==> config.mk <==
export PLATFORM = sky130hd
export DESIGN_NAME = touch_swipe_gesture_detector_core_flat
export DESIGN_NICKNAME = d
export VERILOG_FILES = /design/src/hw/rtl/tsgd_pkg.sv /design/src/hw/rtl/tsgd_intf.sv /design/src/hw/rtl/touch_swipe_gesture_detector_core.sv /design/src/flat_wrapper.sv
export SDC_FILE = /design/constraint.sdc
export NUM_CORES = 1
export LEC_CHECK = 0
export ABC_AREA = 1
export BUFFER_PORTS_ARGS = -buffer_cell sky130_fd_sc_hd__buf_2
export CORE_MARGIN = 8
export CORE_UTILIZATION = 60
export CTS_CLUSTER_DIAMETER = 150
export DETAILED_ROUTE_END_ITERATION = 16
export PLACE_DENSITY = 0.78
export SLEW_MARGIN = 5
export SYNTH_ARGS = -nofsm -noshare
export SYNTH_HDL_FRONTEND = slang
export SYNTH_SLANG_ARGS = --single-unit
==> constraint.sdc <==
create_clock -name clk -period 18.5 [get_ports clk]
set_input_delay 1.85 -clock clk [delete_from_list [all_inputs] [get_ports clk]]
set_output_delay 1.85 -clock clk [all_outputs]
set_load 0.01 [all_outputs]
==> src/hw/rtl/tsgd_pkg.sv <==
// Shared constants and code types for the touch swipe gesture detector.
`default_nettype none

package tsgd_pkg;

  // Largest step backward, against the swipe direction, between two samples.
  localparam int BACKUP_LIMIT = 10;

  // The half span of the area is kept modulo 2^16.
  localparam int HALF_BITS = 16;

  localparam int CFG_INDEX_BITS = 3;

  typedef enum logic [CFG_INDEX_BITS-1:0] {
    REG_DETECT_ENABLE = 3'd0,
    REG_AREA_LEFT     = 3'd1,
    REG_AREA_TOP      = 3'd2,
    REG_AREA_RIGHT    = 3'd3,
    REG_AREA_BOTTOM   = 3'd4,
    REG_GESTURE_MODE  = 3'd5
  } cfg_reg_t;

  typedef enum logic [2:0] {
    MODE_TAP   = 3'd0,
    MODE_DOWN  = 3'd1,
    MODE_UP    = 3'd2,
    MODE_RIGHT = 3'd3,
    MODE_LEFT  = 3'd4
  } gesture_mode_t;

endpackage

`default_nettype wire

==> src/hw/rtl/tsgd_intf.sv <==
// Valid/ready channel interfaces for touch samples and gesture results.
`default_nettype none

interface tsgd_touch_if #(
  parameter int COORD_BITS = 12
);
  logic                  valid;
  logic                  ready;
  logic                  touched;
  logic [COORD_BITS-1:0] touch_x;
  logic [COORD_BITS-1:0] touch_y;

  modport source (output valid, output touched, output touch_x, output touch_y,
                  input ready);
  modport sink (input valid, input touched, input touch_x, input touch_y,
                output ready);
endinterface

interface tsgd_result_if;
  logic valid;
  logic ready;
  logic gesture_seen;

  modport source (output valid, output gesture_seen, input ready);
  modport sink (input valid, input gesture_seen, output ready);
endinterface

`default_nettype wire

==> src/hw/rtl/touch_swipe_gesture_detector_core.sv <==
// Touch swipe gesture detector: one touch sample in, one gesture flag out.
//
// Channels: touch samples (touched, touch_x, touch_y) arrive on a valid/ready
// sink; for every sample exactly one item with gesture_seen leaves on the
// result source, in order. Registers are set through cfg_write, cfg_index and
// cfg_data, only while no sample is in flight: the user's duty, not enforced.
// Path: a sample lands in the input register when accepted, is judged there
// against the stored swipe state and its flag moves into the result register
// once that register is free or being taken, and is offered from there.
// Throughput is one sample per cycle while the receiver keeps ready high;
// the single judge stage between the two registers sets that figure.
// Stall: while the receiver holds ready low, a full result register holds,
// the input register holds behind it, and touch.ready drops once both are
// full. A new sample is still taken while a finished result waits, as long as
// the input register is free.
// Reset: rst (synchronous) clears the valid flags and the configuration
// registers (detection off, tap mode, empty area) and sets the stored swipe
// state to zero.
`default_nettype none

module touch_swipe_gesture_detector_core #(
  parameter int COORD_BITS = 12
) (
  input  wire logic                                  clk,
  input  wire logic                                  rst,
  tsgd_touch_if.sink                                 touch,
  tsgd_result_if.source                              result,
  input  wire logic                                  cfg_write,
  input  wire logic [tsgd_pkg::CFG_INDEX_BITS-1:0]   cfg_index,
  input  wire logic [COORD_BITS-1:0]                 cfg_data
);

  localparam int CB = COORD_BITS;
  localparam int SW = ((CB > tsgd_pkg::HALF_BITS) ? CB : tsgd_pkg::HALF_BITS) + 2;
  localparam logic signed [SW-1:0] LIM_S = SW'(tsgd_pkg::BACKUP_LIMIT);

  // Configuration registers.
  logic          detect_enable;
  logic [CB-1:0] area_left;
  logic [CB-1:0] area_top;
  logic [CB-1:0] area_right;
  logic [CB-1:0] area_bottom;
  logic [2:0]    gesture_mode;

  // Swipe state.
  logic          last_touched;
  logic [CB-1:0] last_x;
  logic [CB-1:0] last_y;
  logic [CB-1:0] start_x;
  logic [CB-1:0] start_y;
  logic          last_touched_next;
  logic [CB-1:0] last_x_next;
  logic [CB-1:0] last_y_next;
  logic [CB-1:0] start_x_next;
  logic [CB-1:0] start_y_next;

  // Input register and result register.
  logic          s1_valid;
  logic          s1_touched;
  logic [CB-1:0] s1_x;
  logic [CB-1:0] s1_y;
  logic          out_valid;
  logic          out_seen;

  logic advance;
  logic fire;

  assign advance      = !out_valid || result.ready;
  assign fire         = s1_valid && advance;
  assign touch.ready  = !s1_valid || advance;
  assign result.valid = out_valid;
  assign result.gesture_seen = out_seen;

  always_ff @(posedge clk) begin
    if (rst) begin
      detect_enable <= 1'b0;
      area_left     <= '0;
      area_top      <= '0;
      area_right    <= '0;
      area_bottom   <= '0;
      gesture_mode  <= tsgd_pkg::MODE_TAP;
    end else if (cfg_write) begin
      unique case (tsgd_pkg::cfg_reg_t'(cfg_index))
        tsgd_pkg::REG_DETECT_ENABLE: detect_enable <= cfg_data[0];
        tsgd_pkg::REG_AREA_LEFT:     area_left     <= cfg_data;
        tsgd_pkg::REG_AREA_TOP:      area_top      <= cfg_data;
        tsgd_pkg::REG_AREA_RIGHT:    area_right    <= cfg_data;
        tsgd_pkg::REG_AREA_BOTTOM:   area_bottom   <= cfg_data;
        tsgd_pkg::REG_GESTURE_MODE:  gesture_mode  <= cfg_data[2:0];
        default: ;
      endcase
    end
  end

  // Judge logic for the sample in the input register.
  logic          mode_tap;
  logic          mode_swipe;
  logic          vert;
  logic          fwd;
  logic [CB-1:0] lo;
  logic [CB-1:0] hi;
  logic [CB-1:0] qlo;
  logic [CB-1:0] qhi;
  logic [CB-1:0] p;
  logic [CB-1:0] q;
  logic [CB-1:0] lastp;
  logic [CB-1:0] startp;
  logic [CB-1:0] mark;

  logic signed [CB:0]   span;
  logic signed [CB:0]   span_adj;
  logic signed [CB:0]   half;
  logic signed [SW-1:0] half_ext;
  logic [tsgd_pkg::HALF_BITS-1:0] dt;

  logic signed [SW-1:0] s_p;
  logic signed [SW-1:0] s_lo;
  logic signed [SW-1:0] s_hi;
  logic signed [SW-1:0] s_lastp;
  logic signed [SW-1:0] s_start;
  logic signed [SW-1:0] s_dt;

  logic tap_seen;
  logic band_fail;
  logic axis_fail;
  logic axis_done;
  logic swipe_reset;
  logic swipe_seen;
  logic s1_seen;

  always_comb begin
    mode_tap   = (gesture_mode == tsgd_pkg::MODE_TAP);
    mode_swipe = (gesture_mode == tsgd_pkg::MODE_DOWN) || (gesture_mode == tsgd_pkg::MODE_UP) ||
                 (gesture_mode == tsgd_pkg::MODE_RIGHT) || (gesture_mode == tsgd_pkg::MODE_LEFT);
    vert = (gesture_mode == tsgd_pkg::MODE_DOWN) || (gesture_mode == tsgd_pkg::MODE_UP);
    fwd  = (gesture_mode == tsgd_pkg::MODE_DOWN) || (gesture_mode == tsgd_pkg::MODE_RIGHT);

    lo     = vert ? area_top    : area_left;
    hi     = vert ? area_bottom : area_right;
    qlo    = vert ? area_left   : area_top;
    qhi    = vert ? area_right  : area_bottom;
    p      = vert ? s1_y : s1_x;
    q      = vert ? s1_x : s1_y;
    lastp  = vert ? last_y  : last_x;
    startp = vert ? start_y : start_x;
    mark   = fwd ? lo : hi;

    // Half span, truncated toward zero and then wrapped into 16 bits.
    span     = $signed({1'b0, hi}) - $signed({1'b0, lo});
    span_adj = span + $signed({{CB{1'b0}}, span[CB]});
    half     = span_adj >>> 1;
    half_ext = SW'(half);
    dt       = half_ext[tsgd_pkg::HALF_BITS-1:0];

    s_p     = $signed(SW'(p));
    s_lo    = $signed(SW'(lo));
    s_hi    = $signed(SW'(hi));
    s_lastp = $signed(SW'(lastp));
    s_start = $signed(SW'(startp));
    s_dt    = $signed(SW'(dt));

    tap_seen = s1_touched && (s1_x > area_left) && (s1_x < area_right) &&
               (s1_y > area_top) && (s1_y < area_bottom);

    band_fail = (q < qlo) || (q > qhi);
    if (fwd) begin
      axis_fail = (p < lo) || (s_p < s_lastp - LIM_S);
      axis_done = (p >= hi) && last_touched && (lastp <= hi) && (startp > lo) &&
                  (s_start <= s_lo + s_dt);
    end else begin
      axis_fail = (p > hi) || (s_p > s_lastp + LIM_S);
      axis_done = (p <= lo) && last_touched && (lastp >= lo) && (startp < hi) &&
                  (s_start >= s_hi - s_dt);
    end

    swipe_reset = !s1_touched || band_fail || axis_fail || axis_done;
    swipe_seen  = s1_touched && !band_fail && !axis_fail && axis_done;

    s1_seen = detect_enable && ((mode_tap && tap_seen) || (mode_swipe && swipe_seen));
  end

  // Next swipe state; only the swipe axis returns to its unset mark on reset.
  always_comb begin
    last_touched_next = last_touched;
    last_x_next       = last_x;
    last_y_next       = last_y;
    start_x_next      = start_x;
    start_y_next      = start_y;
    if (fire && detect_enable && mode_swipe) begin
      if (!swipe_reset) begin
        last_touched_next = 1'b1;
        last_x_next       = s1_x;
        last_y_next       = s1_y;
        if (startp == mark) begin
          if (vert) begin
            start_y_next = p;
          end else begin
            start_x_next = p;
          end
        end
      end else begin
        last_touched_next = 1'b0;
        if (vert) begin
          last_y_next  = mark;
          start_y_next = mark;
        end else begin
          last_x_next  = mark;
          start_x_next = mark;
        end
      end
    end
  end

  always_ff @(posedge clk) begin
    if (rst) begin
      s1_valid     <= 1'b0;
      out_valid    <= 1'b0;
      last_touched <= 1'b0;
      last_x       <= '0;
      last_y       <= '0;
      start_x      <= '0;
      start_y      <= '0;
    end else begin
      last_touched <= last_touched_next;
      last_x       <= last_x_next;
      last_y       <= last_y_next;
      start_x      <= start_x_next;
      start_y      <= start_y_next;
      if (touch.valid && touch.ready) begin
        s1_valid <= 1'b1;
      end else if (fire) begin
        s1_valid <= 1'b0;
      end
      if (fire) begin
        out_valid <= 1'b1;
      end else if (result.ready) begin
        out_valid <= 1'b0;
      end
    end
  end

  always_ff @(posedge clk) begin
    if (touch.valid && touch.ready) begin
      s1_touched <= touch.touched;
      s1_x       <= touch.touch_x;
      s1_y       <= touch.touch_y;
    end
    if (fire) begin
      out_seen <= s1_seen;
    end
  end

`ifndef SYNTH
  // The input side only stalls when both registers are occupied.
  assert property (@(posedge clk) disable iff (rst)
    !touch.ready |-> (s1_valid && out_valid && !result.ready))
    else $error("input stalled while a register was free");

  // A completed swipe always leaves the state waiting for a new touch.
  assert property (@(posedge clk) disable iff (rst)
    (fire && mode_swipe && s1_seen) |=> !last_touched)
    else $error("swipe state not reset after a completed swipe");

  // With detection off, a sample neither flags a gesture nor moves the state.
  assert property (@(posedge clk) disable iff (rst)
    (fire && !detect_enable) |=> (!out_seen && $stable(last_touched) &&
      $stable(last_x) && $stable(last_y) && $stable(start_x) && $stable(start_y)))
    else $error("disabled detector changed its answer or state");

  // A gesture is only ever flagged on a touched sample.
  assert property (@(posedge clk) disable iff (rst)
    (fire && s1_seen) |-> s1_touched)
    else $error("gesture flagged on a sample without contact");
`endif

endmodule

`default_nettype wire

==> src/flat_wrapper.sv <==
// flat-port wrapper written by rule: the top's interface ports become plain ports
module touch_swipe_gesture_detector_core_flat 
#(
  parameter int COORD_BITS = 12
)
  (clk, rst, cfg_write, cfg_index, cfg_data, touch_valid, touch_touched, touch_touch_x, touch_touch_y, touch_ready, result_valid, result_gesture_seen, result_ready);
  tsgd_touch_if #(.COORD_BITS(COORD_BITS)) touch_i ();
  tsgd_result_if result_i ();
  input  wire logic clk;
  input  wire logic rst;
  input  wire logic cfg_write;
  input  wire logic [tsgd_pkg::CFG_INDEX_BITS-1:0] cfg_index;
  input  wire logic [COORD_BITS-1:0] cfg_data;
  input wire logic [$bits(touch_i.valid)-1:0] touch_valid;
  input wire logic [$bits(touch_i.touched)-1:0] touch_touched;
  input wire logic [$bits(touch_i.touch_x)-1:0] touch_touch_x;
  input wire logic [$bits(touch_i.touch_y)-1:0] touch_touch_y;
  output wire logic [$bits(touch_i.ready)-1:0] touch_ready;
  output wire logic [$bits(result_i.valid)-1:0] result_valid;
  output wire logic [$bits(result_i.gesture_seen)-1:0] result_gesture_seen;
  input wire logic [$bits(result_i.ready)-1:0] result_ready;
  assign touch_i.valid = touch_valid;
  assign touch_i.touched = touch_touched;
  assign touch_i.touch_x = touch_touch_x;
  assign touch_i.touch_y = touch_touch_y;
  assign touch_ready = touch_i.ready;
  assign result_valid = result_i.valid;
  assign result_gesture_seen = result_i.gesture_seen;
  assign result_i.ready = result_ready;
  touch_swipe_gesture_detector_core #(.COORD_BITS(COORD_BITS)) u_core (.clk(clk), .rst(rst), .touch(touch_i), .result(result_i), .cfg_write(cfg_write), .cfg_index(cfg_index), .cfg_data(cfg_data));
endmodule
==> results.toml <==
[timing]
post-route-period-util = 0.513
hold_viol = 0
rsz0062_at_grt = "no"
fin_crit_ns = 9.49
drv_slew = 0
tns_ns = 0
timing.final.ws_setup_ns = 9.01
finalSetupViolCount = 0
relSlewSlack = 0.288
fin_skew_ns = 0.0156
fmax_ghz = 0.105
tightest_slew_ns = 1.06

[global_route]
grt_start_max_net_pins = 108
antenna_found_initial = 1
grt_pass1_vias = 13100
grt_pass1_wl_um = 70100
track_usage = 0.319
grt_remaining_overflow = 0

[placed_design]
hpwl_um = 35200
gp_routability_congestion = 1.01
place_ws_ns = 9.29
place_area_um2 = 14000
io_buffers = 47
place_inst = 2342

[floorplanning]
die-area_um2 = 27800
die_x_um = 167
initial_core_util = 0.606
core-area_um2 = 22500
num_rows = 55
dieHeight_um = 167
pin_count = 48

[yosys]
synth_cells = 2054
synth-simple-area-share = 0.308
synth_async_sr_flop_share = 0
synth_area_leaders = "ha_1, dfxtp_1, nand2_1"
syn_nets = 2295
synth.most_common_cell = "nand2_1"
synthTopCellsByCount = "nand2_1, inv_1, nor2_1"
synth_seq_area_share = 0.208
synth_compound_area_frac = 0.161
syn_area_um2 = 13600
synth_xor_area_frac = 0.0365
ys_ff_latch = 129
yosysUniqueCellTypes = 56
yosysTopAreaCell = "ha_1"
synth_area_per_cell_um2 = 6.64
synth_top_family_by_area = "simple AND/OR/NAND/NOR gates"
synth_top_cell_area_share = 0.180
synthMuxAreaShare = 0
synth_fa_ha_area_frac = 0.180
ys_warn_count = 0
synth_ff_type = "dfxtp_1"
synth-edff-count = 26

[cts]
clk_pin_slew_ns = 0.07
hold_buffers = 0
cts_setup_buffers = 0
clock_tree.buffer_depth = 2
cts_tree = "built"
clock_latency_ns = 0.44
clock-sinks = 129
cts_buffers = 17
cts_resized = 0
cts_root_buffer = "clkbuf_16"
htree_levels = 4

[power_and_ir_drop]
cellLeakagePower_nw = 7.54
power_density_nw_per_um2 = 77.2
p_clk_frac = 0.317
fin_total_pwr_w = 0.00113
netSwitchingPower_w = 0.000475
seqPwrFrac = 0.271
peakVddDrop_mv = 0.0656
swShare = 0.421
power.internal_w = 0.000653
p_comb_frac = 0.412

[cells_and_area]
multi_input_area_um2 = 9340
drive_above_1_share = 0.0953
fin_cells = 2374
seq_area_um2 = 2840
design_area_um2 = 14600
n_antenna_cell = 0
fillers = 2062
area_growth_pct = 7.16
final_nets = 2317

[detailed_routing]
drt_iter0_drc = 1509
wire_per_inst_um = 19.1
routed_wl_um = 45300
dr.pass1.iters = 6
drc = 0
via_per_inst = 5.95
drtAntennaViolNets = 0
dr_total_vias = 14100

[critical_path]
path_max_fanout = 107
startpoint_type = "flip-flop"
max_stage_delay_ns = 0.88
arrival_ns = 9.87
cp_slowest_cell = "o21ai_0"
endpoint_kind = "flip-flop"
worstSetupPathType = "flip-flop to flip-flop"
path_common_cell = "nor2_1"
required_ns = 18.88

[job]
maxCapViolCount = 0

[worst_hold_path]
hp-class = "flip-flop to flip-flop"

[outcome]
status = "complete, no violations"
## stage by stage
| step | hold WS, ns | util |
|---|---|---|
| finish | 0.495 | 0.649 |
| global route | 0.519 | 0.649 |
| CTS | 0.493 | 0.649 |
| detailed placement | 0.481 | 0.622 |
| global placement | 0.475 | 0.622 |
| floorplan | 0.448 | - |
## cell type report
type	count	area share
Tap cell	285	0.0244
Clock inverter	15	0.0130
Clock buffer	17	0.0291
Timing Repair Buffer	72	0.0289
Multi-Input combinational cell	1581	0.639
Inverter	275	0.0706
Sequential cell	129	0.195
## worst max-delay path, delay by kind of cell (launching register included)
| kind | cells | cell delay (ns) |
|---|---|---|
| AND/OR/NAND/NOR | 23 | 4.45 |
| AO/OA/AOI/OAI | 6 | 1.79 |
| buffers and inverters | 8 | 1.47 |
| adder cells (fa/ha/maj) | 4 | 1.19 |
| flip-flops | 1 | 0.34 |
| XOR/XNOR | 1 | 0.18 |
## worst paths after layout
kind         slack, ns                     to  cells past startpoint                    from
max               9.01       u_core.last_x[2]                     42  u_core.gesture_mode[2]
min               0.49  u_core.area_bottom[0]                      2   u_core.area_bottom[0]
max reg2reg       9.01       u_core.last_x[2]                     42  u_core.gesture_mode[2]
min reg2reg       0.49  u_core.area_bottom[0]                      2   u_core.area_bottom[0]
## cells in the final DEF (no fill, tap or decap), types with 47 or more instances in the layout
master / instances
nand3_1: 83
buf_2: 47
nor2_1: 204
nand2_1: 462
nand4_1: 94
a21oi_1: 136
ha_1: 196
inv_1: 255
o21ai_0: 163
dfxtp_1: 103
## state kept, by name (all words and copies together), names as in the netlist, 3 cells and up
register / cells
u_core.area_right: 12
u_core.s1_y: 12
u_core.area_top: 12
u_core.start_y: 12
u_core.last_y: 12
u_core.area_bottom: 12
u_core.area_left: 12
u_core.last_x: 12
u_core.s1_x: 12
u_core.start_x: 12
u_core.gesture_mode: 3
## metal layers
layer | vias up | share of wire | track usage | wire length, um
met5 | - | 0 | 0 | 0
met4 | 0 | 0.057 | 0.166 | 2570
met3 | 139 | 0.083 | 0.0437 | 3740
met2 | 666 | 0.45 | 0.519 | 20200
met1 | 6400 | 0.41 | 0.405 | 18800
li1 | 6923 | - | - | -
## power groups by stage
stage	clock (W)	combinational, W	sequential (W)
3_5_place_dp	0	0.000454	0.000311
6_report	0.000357	0.000465	0.000306
2_1_floorplan	0	0.000342	0.000306
5_1_grt	0.000368	0.000522	0.000306
4_1_cts	0.000356	0.000458	0.000305
3_3_place_gp	0	0.000445	0.000311
## kinds of logic (layout without fill, tap and decap cells)
family / count (synthesis) / count (layout)
simple gates: 936 / 936
flops: 129 / 129
compound gates: 393 / 393
xor+xnor: 56 / 56
buf+inv: 344 / 379
fa+ha+maj: 196 / 196
Power figures use the tool's default switching activity.
